**config.mk**
```make
export PLATFORM = sky130hd
export DESIGN_NAME = per_key_retry_backoff_table
export DESIGN_NICKNAME = d
export VERILOG_FILES = /design/src/hw/rtl/bkt_pkg.sv /design/src/hw/rtl/bkt_ram.sv /design/src/hw/rtl/bkt_ctrl.sv /design/src/hw/rtl/per_key_retry_backoff_table.sv
export SDC_FILE = /design/constraint.sdc
export NUM_CORES = 2
export LEC_CHECK = 0
export BUFFER_PORTS_ARGS = -buffer_cell sky130_fd_sc_hd__buf_2
export CAP_MARGIN = 0
export CORE_UTILIZATION = 30
export DETAILED_ROUTE_END_ITERATION = 8
export PLACE_DENSITY = 0.49
export SLEW_MARGIN = 5
export SYNTH_ARGS = -nofsm -noshare
export SYNTH_HDL_FRONTEND = slang
export SYNTH_SLANG_ARGS = --single-unit
export TNS_END_PERCENT = 1
```
**constraint.sdc**
```tcl
create_clock -name clk -period 6.7 [get_ports clk]
set_input_delay 0.335 -clock clk [delete_from_list [all_inputs] [get_ports clk]]
set_output_delay 0.335 -clock clk [all_outputs]
set_load 0.1 [all_outputs]
```
**src/hw/rtl/bkt_pkg.sv**
```systemverilog
package bkt_pkg;

	localparam int ENTRIES = 16;
	localparam int IDX_W = (ENTRIES > 1) ? $clog2(ENTRIES) : 1;
	localparam int CNT_W = $clog2(ENTRIES + 1);

	localparam logic [15:0] MIN_DELAY_RST = 16'd2;
	localparam logic [15:0] MAX_DELAY_RST = 16'd60;
	localparam logic [15:0] GRACE_DELAY_RST = 16'd5;

	localparam logic [1:0] REG_MIN_DELAY = 2'd0;
	localparam logic [1:0] REG_MAX_DELAY = 2'd1;
	localparam logic [1:0] REG_GRACE_DELAY = 2'd2;

	localparam logic [7:0] FAILS_MAX = 8'hFF;
	localparam logic [4:0] SHIFT_MAX = 5'd16;

	typedef enum logic [1:0] {
		FN_CHECK = 2'd0,
		FN_FAIL  = 2'd1,
		FN_SUCC  = 2'd2,
		FN_SWEEP = 2'd3
	} func_t;

	typedef logic [IDX_W-1:0] idx_t;

	typedef struct packed {
		logic [15:0] key;
		logic [7:0]  fails;
		logic [31:0] next_try;
	} entry_t;

	typedef struct packed {
		logic [15:0] min_delay;
		logic [15:0] max_delay;
		logic [15:0] grace_delay;
	} cfg_t;

	typedef struct packed {
		logic        ready_res;
		logic [15:0] delay_set;
		logic        table_full;
		logic [7:0]  fail_count;
	} res_t;

	// min_delay doubled once per prior failure, capped at max_delay
	function automatic logic [15:0] calc_delay(
		input logic [7:0]  n,
		input logic [15:0] mn,
		input logic [15:0] mx
	);
		logic [7:0]  nm1;
		logic [4:0]  k;
		logic [31:0] shifted;
		nm1 = n - 8'd1;
		k = (nm1 > 8'(SHIFT_MAX)) ? SHIFT_MAX : nm1[4:0];
		shifted = 32'(mn) << k;
		calc_delay = (shifted > 32'(mx)) ? mx : shifted[15:0];
	endfunction

endpackage

```
**src/hw/rtl/bkt_ram.sv**
```systemverilog
module bkt_ram
	import bkt_pkg::*;
(
	input  logic   clk,
	input  logic   we,
	input  logic   re,
	input  idx_t   addr,
	input  entry_t wr_data,
	output entry_t rd_data
);

	entry_t mem [ENTRIES];

	always_ff @(posedge clk) begin
		if (we) begin
			mem[addr] <= wr_data;
		end
		if (re) begin
			rd_data <= mem[addr];
		end
	end

endmodule

```
**src/hw/rtl/bkt_ctrl.sv**
```systemverilog
module bkt_ctrl
	import bkt_pkg::*;
(
	input  logic        clk,
	input  logic        arst_n,
	input  cfg_t        cfg,
	input  logic        req_valid,
	output logic        req_ready,
	input  logic [1:0]  func,
	input  logic [15:0] key,
	input  logic [31:0] now,
	output logic        res_valid,
	input  logic        res_take,
	output res_t        res
);

	typedef enum logic [2:0] {
		S_IDLE,
		S_SCAN,
		S_EVAL,
		S_CALC,
		S_WRITE,
		S_RESULT
	} state_t;

	state_t             state_q;
	func_t              func_q;
	logic [15:0]        key_q;
	logic [31:0]        now_q;
	logic [31:0]        floor_q;
	logic [ENTRIES-1:0] valid_q;
	logic [ENTRIES-1:0] present_q;
	logic [CNT_W-1:0]   scan_cnt_q;
	logic               cmp_v_s1;
	idx_t               cmp_idx_s1;
	logic               hit_q;
	idx_t               hit_idx_q;
	entry_t             hit_entry_q;
	logic               free_q;
	idx_t               free_idx_q;
	idx_t               idx_q;
	logic [7:0]         fails_q;
	logic [15:0]        delay_q;
	res_t               res_q;

	logic               mem_we;
	logic               mem_re;
	idx_t               mem_addr;
	entry_t             mem_wr_data;
	entry_t             mem_rd_data;
	logic               have_entry;
	idx_t               entry_idx;
	logic [7:0]         base_fails;
	logic [7:0]         inc_fails;

	bkt_ram u_ram (
		.clk     (clk),
		.we      (mem_we),
		.re      (mem_re),
		.addr    (mem_addr),
		.wr_data (mem_wr_data),
		.rd_data (mem_rd_data)
	);

	assign mem_re = (state_q == S_SCAN) && (scan_cnt_q < CNT_W'(ENTRIES));
	assign mem_we = (state_q == S_WRITE);
	assign mem_addr = (state_q == S_SCAN) ? scan_cnt_q[IDX_W-1:0] : idx_q;
	assign mem_wr_data = '{key: key_q, fails: fails_q, next_try: now_q + 32'(delay_q)};

	assign have_entry = hit_q || (free_q && (key_q != 16'd0));
	assign entry_idx = hit_q ? hit_idx_q : free_idx_q;
	assign base_fails = hit_q ? hit_entry_q.fails : 8'd0;
	assign inc_fails = (base_fails == FAILS_MAX) ? FAILS_MAX : base_fails + 8'd1;

	assign req_ready = (state_q == S_IDLE);
	assign res_valid = (state_q == S_RESULT);
	assign res = res_q;

	always_ff @(posedge clk or negedge arst_n) begin
		if (!arst_n) begin
			state_q <= S_IDLE;
			func_q <= FN_CHECK;
			key_q <= '0;
			now_q <= '0;
			floor_q <= '0;
			valid_q <= '0;
			present_q <= '0;
			scan_cnt_q <= '0;
			cmp_v_s1 <= 1'b0;
			cmp_idx_s1 <= '0;
			hit_q <= 1'b0;
			hit_idx_q <= '0;
			hit_entry_q <= '0;
			free_q <= 1'b0;
			free_idx_q <= '0;
			idx_q <= '0;
			fails_q <= '0;
			delay_q <= '0;
			res_q <= '0;
		end else begin
			case (state_q)
				S_IDLE: begin
					if (req_valid) begin
						func_q <= func_t'(func);
						key_q <= key;
						now_q <= now;
						hit_q <= 1'b0;
						free_q <= 1'b0;
						scan_cnt_q <= '0;
						res_q <= '0;
						if (func_t'(func) == FN_SWEEP) begin
							valid_q <= valid_q & present_q;
							present_q <= '0;
							state_q <= S_RESULT;
						end else begin
							state_q <= S_SCAN;
						end
					end
				end
				S_SCAN: begin
					if (scan_cnt_q < CNT_W'(ENTRIES)) begin
						cmp_v_s1 <= 1'b1;
						cmp_idx_s1 <= scan_cnt_q[IDX_W-1:0];
						scan_cnt_q <= scan_cnt_q + CNT_W'(1);
					end else begin
						cmp_v_s1 <= 1'b0;
						if (!cmp_v_s1) begin
							state_q <= S_EVAL;
						end
					end
					if (cmp_v_s1) begin
						if (valid_q[cmp_idx_s1] && (mem_rd_data.key == key_q) && !hit_q) begin
							hit_q <= 1'b1;
							hit_idx_q <= cmp_idx_s1;
							hit_entry_q <= mem_rd_data;
						end
						if (!valid_q[cmp_idx_s1] && !free_q) begin
							free_q <= 1'b1;
							free_idx_q <= cmp_idx_s1;
						end
					end
				end
				S_EVAL: begin
					case (func_q)
						FN_CHECK: begin
							res_q.ready_res <= (now_q >= floor_q) &&
								!(hit_q && (now_q < hit_entry_q.next_try));
							res_q.fail_count <= base_fails;
							if (hit_q) begin
								present_q[hit_idx_q] <= 1'b1;
							end
							state_q <= S_RESULT;
						end
						FN_FAIL, FN_SUCC: begin
							if (have_entry) begin
								idx_q <= entry_idx;
								if (!hit_q) begin
									valid_q[free_idx_q] <= 1'b1;
									present_q[free_idx_q] <= 1'b1;
								end
								if (func_q == FN_FAIL) begin
									fails_q <= inc_fails;
									state_q <= S_CALC;
								end else begin
									fails_q <= 8'd0;
									delay_q <= cfg.grace_delay;
									state_q <= S_WRITE;
								end
							end else begin
								res_q.table_full <= 1'b1;
								if (func_q == FN_FAIL) begin
									floor_q <= now_q + 32'(cfg.max_delay);
									res_q.delay_set <= cfg.max_delay;
								end
								state_q <= S_RESULT;
							end
						end
						default: begin
							state_q <= S_RESULT;
						end
					endcase
				end
				S_CALC: begin
					delay_q <= calc_delay(fails_q, cfg.min_delay, cfg.max_delay);
					state_q <= S_WRITE;
				end
				S_WRITE: begin
					res_q.delay_set <= delay_q;
					res_q.fail_count <= fails_q;
					state_q <= S_RESULT;
				end
				S_RESULT: begin
					if (res_take) begin
						state_q <= S_IDLE;
					end
				end
				default: begin
					state_q <= S_IDLE;
				end
			endcase
		end
	end

endmodule

```
**src/hw/rtl/per_key_retry_backoff_table.sv**
```systemverilog
// channel  signals                  dir  payload
// req      req_valid / req_ready    in   func, key, now
// rsp      rsp_valid / rsp_ready    out  ready_res, delay_set, table_full, fail_count
// cfg      cfg_we                   in   cfg_idx, cfg_data
//
// check walks scan, eval and result; success adds write, failure adds calc and write
// sweep goes straight to result; failure or success that finds no entry ends after eval
// the single read port of the entry memory is walked one entry per cycle
// reset clears all entries, marks and the global floor; registers return to 2, 60, 5
// one word waits in the output register while the next request is taken
module per_key_retry_backoff_table
	import bkt_pkg::*;
(
	input  logic        clk,
	input  logic        arst_n,
	input  logic        cfg_we,
	input  logic [1:0]  cfg_idx,
	input  logic [15:0] cfg_data,
	input  logic        req_valid,
	output logic        req_ready,
	input  logic [1:0]  func,
	input  logic [15:0] key,
	input  logic [31:0] now,
	output logic        rsp_valid,
	input  logic        rsp_ready,
	output logic        ready_res,
	output logic [15:0] delay_set,
	output logic        table_full,
	output logic [7:0]  fail_count
);

	cfg_t cfg_q;
	res_t res;
	res_t rsp_q;
	logic rsp_valid_q;
	logic res_valid;
	logic res_take;
	logic res_load;

	always_ff @(posedge clk or negedge arst_n) begin
		if (!arst_n) begin
			cfg_q <= '{min_delay: MIN_DELAY_RST, max_delay: MAX_DELAY_RST,
				grace_delay: GRACE_DELAY_RST};
		end else if (cfg_we) begin
			case (cfg_idx)
				REG_MIN_DELAY: cfg_q.min_delay <= cfg_data;
				REG_MAX_DELAY: cfg_q.max_delay <= cfg_data;
				REG_GRACE_DELAY: cfg_q.grace_delay <= cfg_data;
				default: ;
			endcase
		end
	end

	bkt_ctrl u_ctrl (
		.clk       (clk),
		.arst_n    (arst_n),
		.cfg       (cfg_q),
		.req_valid (req_valid),
		.req_ready (req_ready),
		.func      (func),
		.key       (key),
		.now       (now),
		.res_valid (res_valid),
		.res_take  (res_take),
		.res       (res)
	);

	assign res_take = !rsp_valid_q || rsp_ready;
	assign res_load = res_valid && res_take;

	always_ff @(posedge clk or negedge arst_n) begin
		if (!arst_n) begin
			rsp_valid_q <= 1'b0;
			rsp_q <= '0;
		end else if (res_load) begin
			rsp_valid_q <= 1'b1;
			rsp_q <= res;
		end else if (rsp_ready) begin
			rsp_valid_q <= 1'b0;
		end
	end

	assign rsp_valid = rsp_valid_q;
	assign ready_res = rsp_q.ready_res;
	assign delay_set = rsp_q.delay_set;
	assign table_full = rsp_q.table_full;
	assign fail_count = rsp_q.fail_count;

`ifndef ASSERT_OFF
	a_busy_after_accept: assert property (@(posedge clk) disable iff (!arst_n)
		req_valid && req_ready |=> !req_ready)
		else $error("request taken while previous word still in progress");

	a_no_overwrite: assert property (@(posedge clk) disable iff (!arst_n)
		res_load |-> (!rsp_valid || rsp_ready))
		else $error("output register overwritten before it was taken");

	a_result_in_flight: assert property (@(posedge clk) disable iff (!arst_n)
		res_valid |-> !req_ready)
		else $error("result pending while controller idle");

	a_drop_only_on_take: assert property (@(posedge clk) disable iff (!arst_n)
		$fell(rsp_valid) |-> $past(rsp_ready))
		else $error("response word dropped without handshake");
`endif

endmodule
```
Yosys cells after proc, flatten, opt, wreduce, memory -nomap -nowiden
Memory sizes are Yosys's and may differ from the RTL's. A register that Yosys moved wholly into a read port is not among the register bits.
Index checks and enable logic that the tools add are counted.
{"block": "classes", "n_addsub": 5, "order_cmp": 10, "n_eq_ne": 32, "n_shift": 1, "muxes": 64, "bitwise": 5, "reduce_logical": 47}
{"op": "two-way mux 16 bit", "count": 15}
{"op": "case mux 16 bit (2 select lines)", "count": 4}
{"op": "adder 32 x 16 -> 32 bit", "count": 2}
{"op": "OR 16 bit", "count": 3}
{"op": "case mux 16 bit (3 select lines)", "count": 1}
{"op": "two-way mux 17 bit", "count": 2}
{"op": ">= comparator 32 bit", "count": 1}
{"op": "> comparator 32 x 16 -> 1 bit", "count": 1}
{"op": "< comparator 32 bit", "count": 1}
{"op": "two-way mux 8 bit", "count": 4}
{"op": "<< shifter 16 x 5 -> 32 bit", "count": 1}
{"op": "two-way mux 26 bit", "count": 1}
{"op": "two-way mux 3 bit", "count": 8}
{"op": "case mux 8 bit (3 select lines)", "count": 1}
{"op": "AND reduction 4 bit", "count": 6}
{"op": "!= test 2 bit, second input constant", "count": 11}
{"op": "case mux 3 bit (6 select lines)", "count": 1}
{"op": "AND reduction 3 bit", "count": 6}
{"op": "AND 16 bit", "count": 1}
{"op": "equality test 16 bit", "count": 1}
{"op": "nonzero test 16 bit", "count": 1}
{"op": "< comparator 4 x 5 -> 1 bit, second input constant", "count": 3}
{"op": "two-way mux 5 bit", "count": 3}
{"op": "two-way mux 1 bit", "count": 14}
{"op": "other kinds (33)", "count": 72}
{"block": "word_totals", "reg_bits": 306, "ramBits": 896, "inputBits": 73, "out_inout_bits": 28, "word_cells": 196, "n_memories": 1}
{"memory": "u_ctrl.u_ram.mem", "depth": 16, "width": 56, "read_ports": 1, "rd_clocked_by_memory_dff": 1, "wr": 1, "line": "bkt_ram.sv:12", "source": "entry_t mem [ENTRIES];"}

Logic depth before layout (Yosys ltp)
{"block": "depth", "ltp_word": 9, "ltp_mapped": 26, "mapped_depth_nobuf": 22}

Modules after synthesis
Synthesis repeated with hierarchy kept, for this count alone.
{"block": "unflattened", "cells_unflattened": 3359, "area_unflattened_um2": 53256.1}
{"module": "bkt_ram", "n_inst": 1, "cells_per_inst": 1447, "area_each_um2": 35211.3, "seq_area_each_um2": 28587.4}
{"module": "bkt_ctrl", "n_inst": 1, "cells_per_inst": 1752, "area_each_um2": 15218.3, "seq_area_each_um2": 5780.5}
{"module": "per_key_retry_backoff_table", "n_inst": 1, "cells_per_inst": 160, "area_each_um2": 2826.5, "seq_area_each_um2": 1885.6}

Least setup slack after synthesis
No wires, ideal clock.
{"block": "synth_timing", "kind": "reg2reg", "from": "register u_ctrl.state_q[0]", "to": "memory u_ctrl.u_ram.mem[15][0] (netlist bit), enable pin", "setup_ns": 0.538, "arrival_ns": 6.043, "required_time_ns": 6.162, "path_slack_ns": 0.118, "path_stages_with_launch": 10, "n_path_buf": 3, "period_less_slack_ns": 6.582, "path_cell_list": "dfrtp_1 > nand2b_1 > or2_2 > clkbuf_1 > nand2_1 > nand2_1 > clkbuf_1 > buf_1 > nand3_1 > nor3_1"}
{"block": "synth_via", "elab_chain_len": 3, "word_cells_on_any_way": 5, "cone_classes": "eq/ne (2); mux (3)"}
{"item": "start: declaration", "line": "bkt_ctrl.sv:26", "source": "state_t state_q;"}
{"item": "start signal: assignment", "line": "bkt_ctrl.sv:81", "source": "state_q <= S_IDLE;"}
{"item": "start signal: assignment", "line": "bkt_ctrl.sv:114", "source": "state_q <= S_RESULT;"}
{"item": "start signal: assignment", "line": "bkt_ctrl.sv:116", "source": "state_q <= S_SCAN;"}
{"item": "equality test 3 bit", "line": "bkt_ctrl.sv:66", "source": "assign mem_we = (state_q == S_WRITE);"}
{"item": "two-way mux 1 bit", "line": "bkt_ram.sv:15", "source": "if (we) begin"}
{"item": "two-way mux 1 bit (implied by the code)", "line": "bkt_ram.sv:16", "source": "mem[addr] <= wr_data;"}
{"item": "end: declaration", "line": "bkt_ram.sv:12"}
Several ways; a longest one is shown, not always the timed one.

Final worst setup path
{"block": "layout_timing", "from": "register u_ctrl.fails_q[4]", "to": "register u_ctrl.delay_q[11]"}
{"block": "layout_via", "elab_chain_len": 7}
{"item": "start: declaration", "line": "bkt_ctrl.sv:42", "source": "logic [7:0] fails_q;"}
{"item": "start signal: assignment", "line": "bkt_ctrl.sv:162", "source": "fails_q <= inc_fails;"}
{"item": "subtractor 8 x 1 -> 8 bit *", "line": "bkt_pkg.sv:55", "source": "nm1 = n - 8'd1;"}
{"item": "> comparator 8 x 5 -> 1 bit", "line": "bkt_pkg.sv:56", "source": "k = (nm1 > 8'(SHIFT_MAX)) ? SHIFT_MAX : nm1[4:0];"}
{"item": "two-way mux 5 bit *", "line": "bkt_pkg.sv:56"}
{"item": "<< shifter 16 x 5 -> 32 bit *", "line": "bkt_pkg.sv:57", "source": "shifted = 32'(mn) << k;"}
{"item": "> comparator 32 x 16 -> 1 bit", "line": "bkt_pkg.sv:58", "source": "calc_delay = (shifted > 32'(mx)) ? mx : shifted[15:0];"}
{"item": "two-way mux 16 bit *", "line": "bkt_pkg.sv:58"}
{"item": "case mux 16 bit (2 select lines) *", "line": "bkt_ctrl.sv:101", "source": "case (state_q)"}
{"item": "end signal: assignment", "line": "bkt_ctrl.sv:166", "source": "delay_q <= cfg.grace_delay;"}
{"item": "end signal: assignment", "line": "bkt_ctrl.sv:184", "source": "delay_q <= calc_delay(fails_q, cfg.min_delay, cfg.max_delay);"}
{"item": "end: declaration", "line": "bkt_ctrl.sv:43", "source": "logic [15:0] delay_q;"}
Every way passes the cells marked *; elsewhere a longest branch is shown, timed or not.
A chain may end at the register's enable or synchronous reset.

==> summary.md <==
| Metric | Value |
|---|---|
| Period utilisation layout | `~88%` |
| DR WL/cell | `around 24 µm` |
| Die Span Y | `425 µm` |
| Area of the core | `around 0.18 mm²` |
| GP Congestion | `0.844` |
| Syn-to-layout area delta | `16.9%` |
| Max IR drop VDD | `approximately 0.27 mV` |
| First-pass GRT wire length | `218 mm` |
| Number of synthesized flops with an enable pin | `952` |
| Post-CTS Setup Repair Bufs | `0` |
| Cts repair resizes | `0` |
| CTS Buf Count | `135` |
| Hold WS | `roughly 0.076 ns` |
| Detailed placer's ending HPWL | `85.8 mm` |
| Final setup TNS | `0 ns` |
| Fin nets | `3,922` |
| H-tree Lvls | `4` |
| DR vias | `30.9k` |
| Cells after synthesis | `3,503` |
| Max Root-Sink Buffers | `3` |
| CTS root buffer | `clkbuf_16` |
| Main flop type after synthesis | `edfxtp_1` |
| Yosys warns | `0` |
| Die area | `0.181 mm²` |
| DRC violations left | `0` |
| Worst Path Buf+Inv | `1` |
| Fin crit period | `around 5.9 ns` |
| Synthesized area per cell | `15.3 µm²` |
| Status | `complete, no violations` |
| Pleak | `21.9 nW` |
| Register Area | `0.0363 mm²` |
| Largest net degree at the start of global routing | `112` |
| Initial antenna violation count | `2` |
| Worst Hold Class | `in -> reg` |
| Slew Viols, Final | `0` |
| Unrepaired setup endpoints after global routing | `no` |
| CP Launch Type | `flop` |
| Most common cell after layout, fill and taps aside | `edfxtp_1` |
| CP peak stage delay | `0.93 ns` |
| CP required | `about 7.3 ns` |
| Grt total ovfl | `0` |
| DR pass1 iterations | `5` |
| Peak Freq | `170 MHz` |
| Final wirelength | `147 mm` |
| Layout Skew | `about 0.029 ns` |
| Crit path max fanout | `30` |
| PD cells | `453 mW/mm²` |
| Commonest cells after routing, fill and taps aside | `952 x edfxtp_1, 435 x nand2_1, 299 x dfrtp_1` |
| GR Util All Layers | `16.3%` |
| I/O pin cnt | `101` |
| Cell Rows | `154` |
| Post-synth cell types | `86` |
| R2R Path Start | `u_ctrl.fails_q[4]` |
| Hold Path Sink | `cfg_q[35]` |
| Synth Net Count | `3,696` |
| Multi-input logic area | `0.0166 mm²` |
| MaxCap Viol Count | `0` |
| DIE WIDTH | `about 420 µm` |
| R2R setup slack | `just over 0.8 ns` |
| Initial Util | `30.3%` |
| Slew margin rel. | `a little over a tenth` |
| Hold_sp | `cfg_idx[0]` |
| Number of global-route vias before repair | `32.1k` |
| Reg clk slew, reported paths | `0.06 ns` |
| Cts hold-fix bufs | `70` |
| CTS tree | `done` |
| Critical Path AT | `6.49 ns` |
| Antenna-violating nets left | `0` |
| Fin. Hold Viols | `0` |
| Vias per cell | `5.00` |
| PortBufs | `100` |
| RR Endpoint | `u_ctrl.delay_q[11]` |
| Number of synthesized register bits | `1,258` |
| Worst-Margin Slew | `1.33 ns` |
| Critical path class | `reg -> reg` |
| Sink Count | `1,258` |
| Worst Hold Depth | `4` |
| Worst path slowest cell | `dfrtp_1` |
| Fillcell total | `~17k` |
| Share of cells above drive strength 1 | `20.3%` |
| Worst setup EP type | `flop` |
| Async SR Flop Fraction | `24.3%` |
| Delay-heaviest family, CP | `simple AND/OR/NAND/NOR gates` |
| Post-synthesis sequential area ratio | `around 68%` |
| R2R depth | `20` |
| Drt first-iter violations | `around 2.4k` |
| Critical path, cell by cell | `nor3_1, and4b_1, o31a_1, nand2_1, nand2_1, nor4b_1, ha_1, nor2b_1, o21a_1, o21a_1, o21ai_0, a21oi_1, a211oi_1, nor3_1, a2111oi_0, nor2_1, nor3_4, buf_4, mux2i_1, a21oi_1` |
| Synth Cell Area | `0.0537 mm²` |
| Clk_lat worst skew | `0.78 ns` |
| Final setup vio count | `0` |
tightest hold or removal path: stages:
cell	delay [ns]
buf_2	0.12
nor3b_4	0.13
nand2_1	0.13
o21ai_0	0.08
cells in the mapped netlist, types with 8 or more instances:
library cell    n  area [µm²]
o21a_1          8        60.1
nand2_1       439        1650
ha_1          118        1480
nor2_1        117         439
mux2_2        104        1170
a211oi_1       66         495
a31oi_1        63         394
mux4_2        228        5130
and2_1         68         425
o22ai_1        27         169
nor2b_1        25         156
buf_1          37         139
a21o_1         38         285
o21ai_0       168         841
nand4_1        17         106
dfrtp_1       299        7480
o21ai_1        10        50.1
nor3_1         38         190
clkbuf_1      123         462
edfxtp_1      952       28600
nor4_1         10        62.6
a22oi_1        21         158
nand2b_1       34         213
xnor2_1        49         429
inv_1         103         387
a32oi_1        10        87.6
nand3_1        31         155
a21oi_1        87         435
mux2i_1        40         400
xor2_1         30         263
and3_1         18         113
worst max-delay path by stage:
stage                                 start                      end  slack [ns]  cells past startpoint
after global routing      u_ctrl.fails_q[4]       u_ctrl.delay_q[11]        0.22                     20
after global placement    u_ctrl.fails_q[4]        u_ctrl.delay_q[8]        0.85                     20
final                     u_ctrl.fails_q[4]       u_ctrl.delay_q[11]        0.83                     20
after floorplan           u_ctrl.state_q[0]  u_ctrl.u_ram.mem[15][0]        0.12                      9
after CTS                 u_ctrl.fails_q[4]       u_ctrl.delay_q[11]        0.78                     20
after detailed placement  u_ctrl.fails_q[4]       u_ctrl.delay_q[11]        0.83                     20
layer usage:
layer / global-route usage [%] / vias to the layer above / share of wire, %
met3: 2.35 / 152 / 3.9
met4: 3.88 / 0 / 1.7
li1: - / 13800 / -
met1: 21.8 / 16300 / 45
met5: 0 / - / 0
met2: 27.7 / 641 / 50
cell families (layout without fill, tap and decap cells):
family                     count (synthesis)  count (layout)  share of synthesized area (%)
other                                      0               1                              0
DFF                                     1258            1258                           67.6
and+or+nand+nor                          844             844                           7.24
muxes                                    373             373                           12.5
buffers and inverters                    273             602                           1.99
AOI/OAI and AO/OA                        556             556                           6.57
xor gates and xnor gates                  79              79                           1.29
adders and majority gates                120             120                           2.83
sequential cells by signal, indices dropped and copies added (netlist names), 26 cells and up:
name / flops
u_ctrl.u_ram.rd_data: 56
u_ctrl.hit_entry_q: 40
u_ctrl.floor_q: 32
cfg_q: 48
u_ctrl.now_q: 32
u_ctrl.u_ram.mem: 896
u_ctrl.res: 26
cell type report:
type	instances	area share (%)
diodes	1	0.00399
clock buffers	186	6.00
clock inverters	54	1.19
inverters	103	0.617
multi-input cells	1972	26.4
flip-flops and latches	1258	57.8
well taps	2340	4.67
repair buffers	259	3.28
stage by stage:
step	utilization (%)	instances	area, µm²	setup slack, ns	total power, mW
after floorplan	-	3503	53700	0.118	17.7
after global placement	32.5	5862	57500	0.850	21.0
after detailed placement	32.5	5862	57500	0.832	21.1
after CTS	35.4	6172	62700	0.782	28.8
after global routing	35.4	6173	62700	0.225	29.9
final	35.4	6173	62700	0.831	28.4
power breakdown:
part           leakage [nW]  internal, mW  switching [mW]
combinational          7.20          3.37            5.57
clock                  2.19          4.47            3.16
sequential             12.5          10.8            1.08
(Power assumes the default switching activity.)
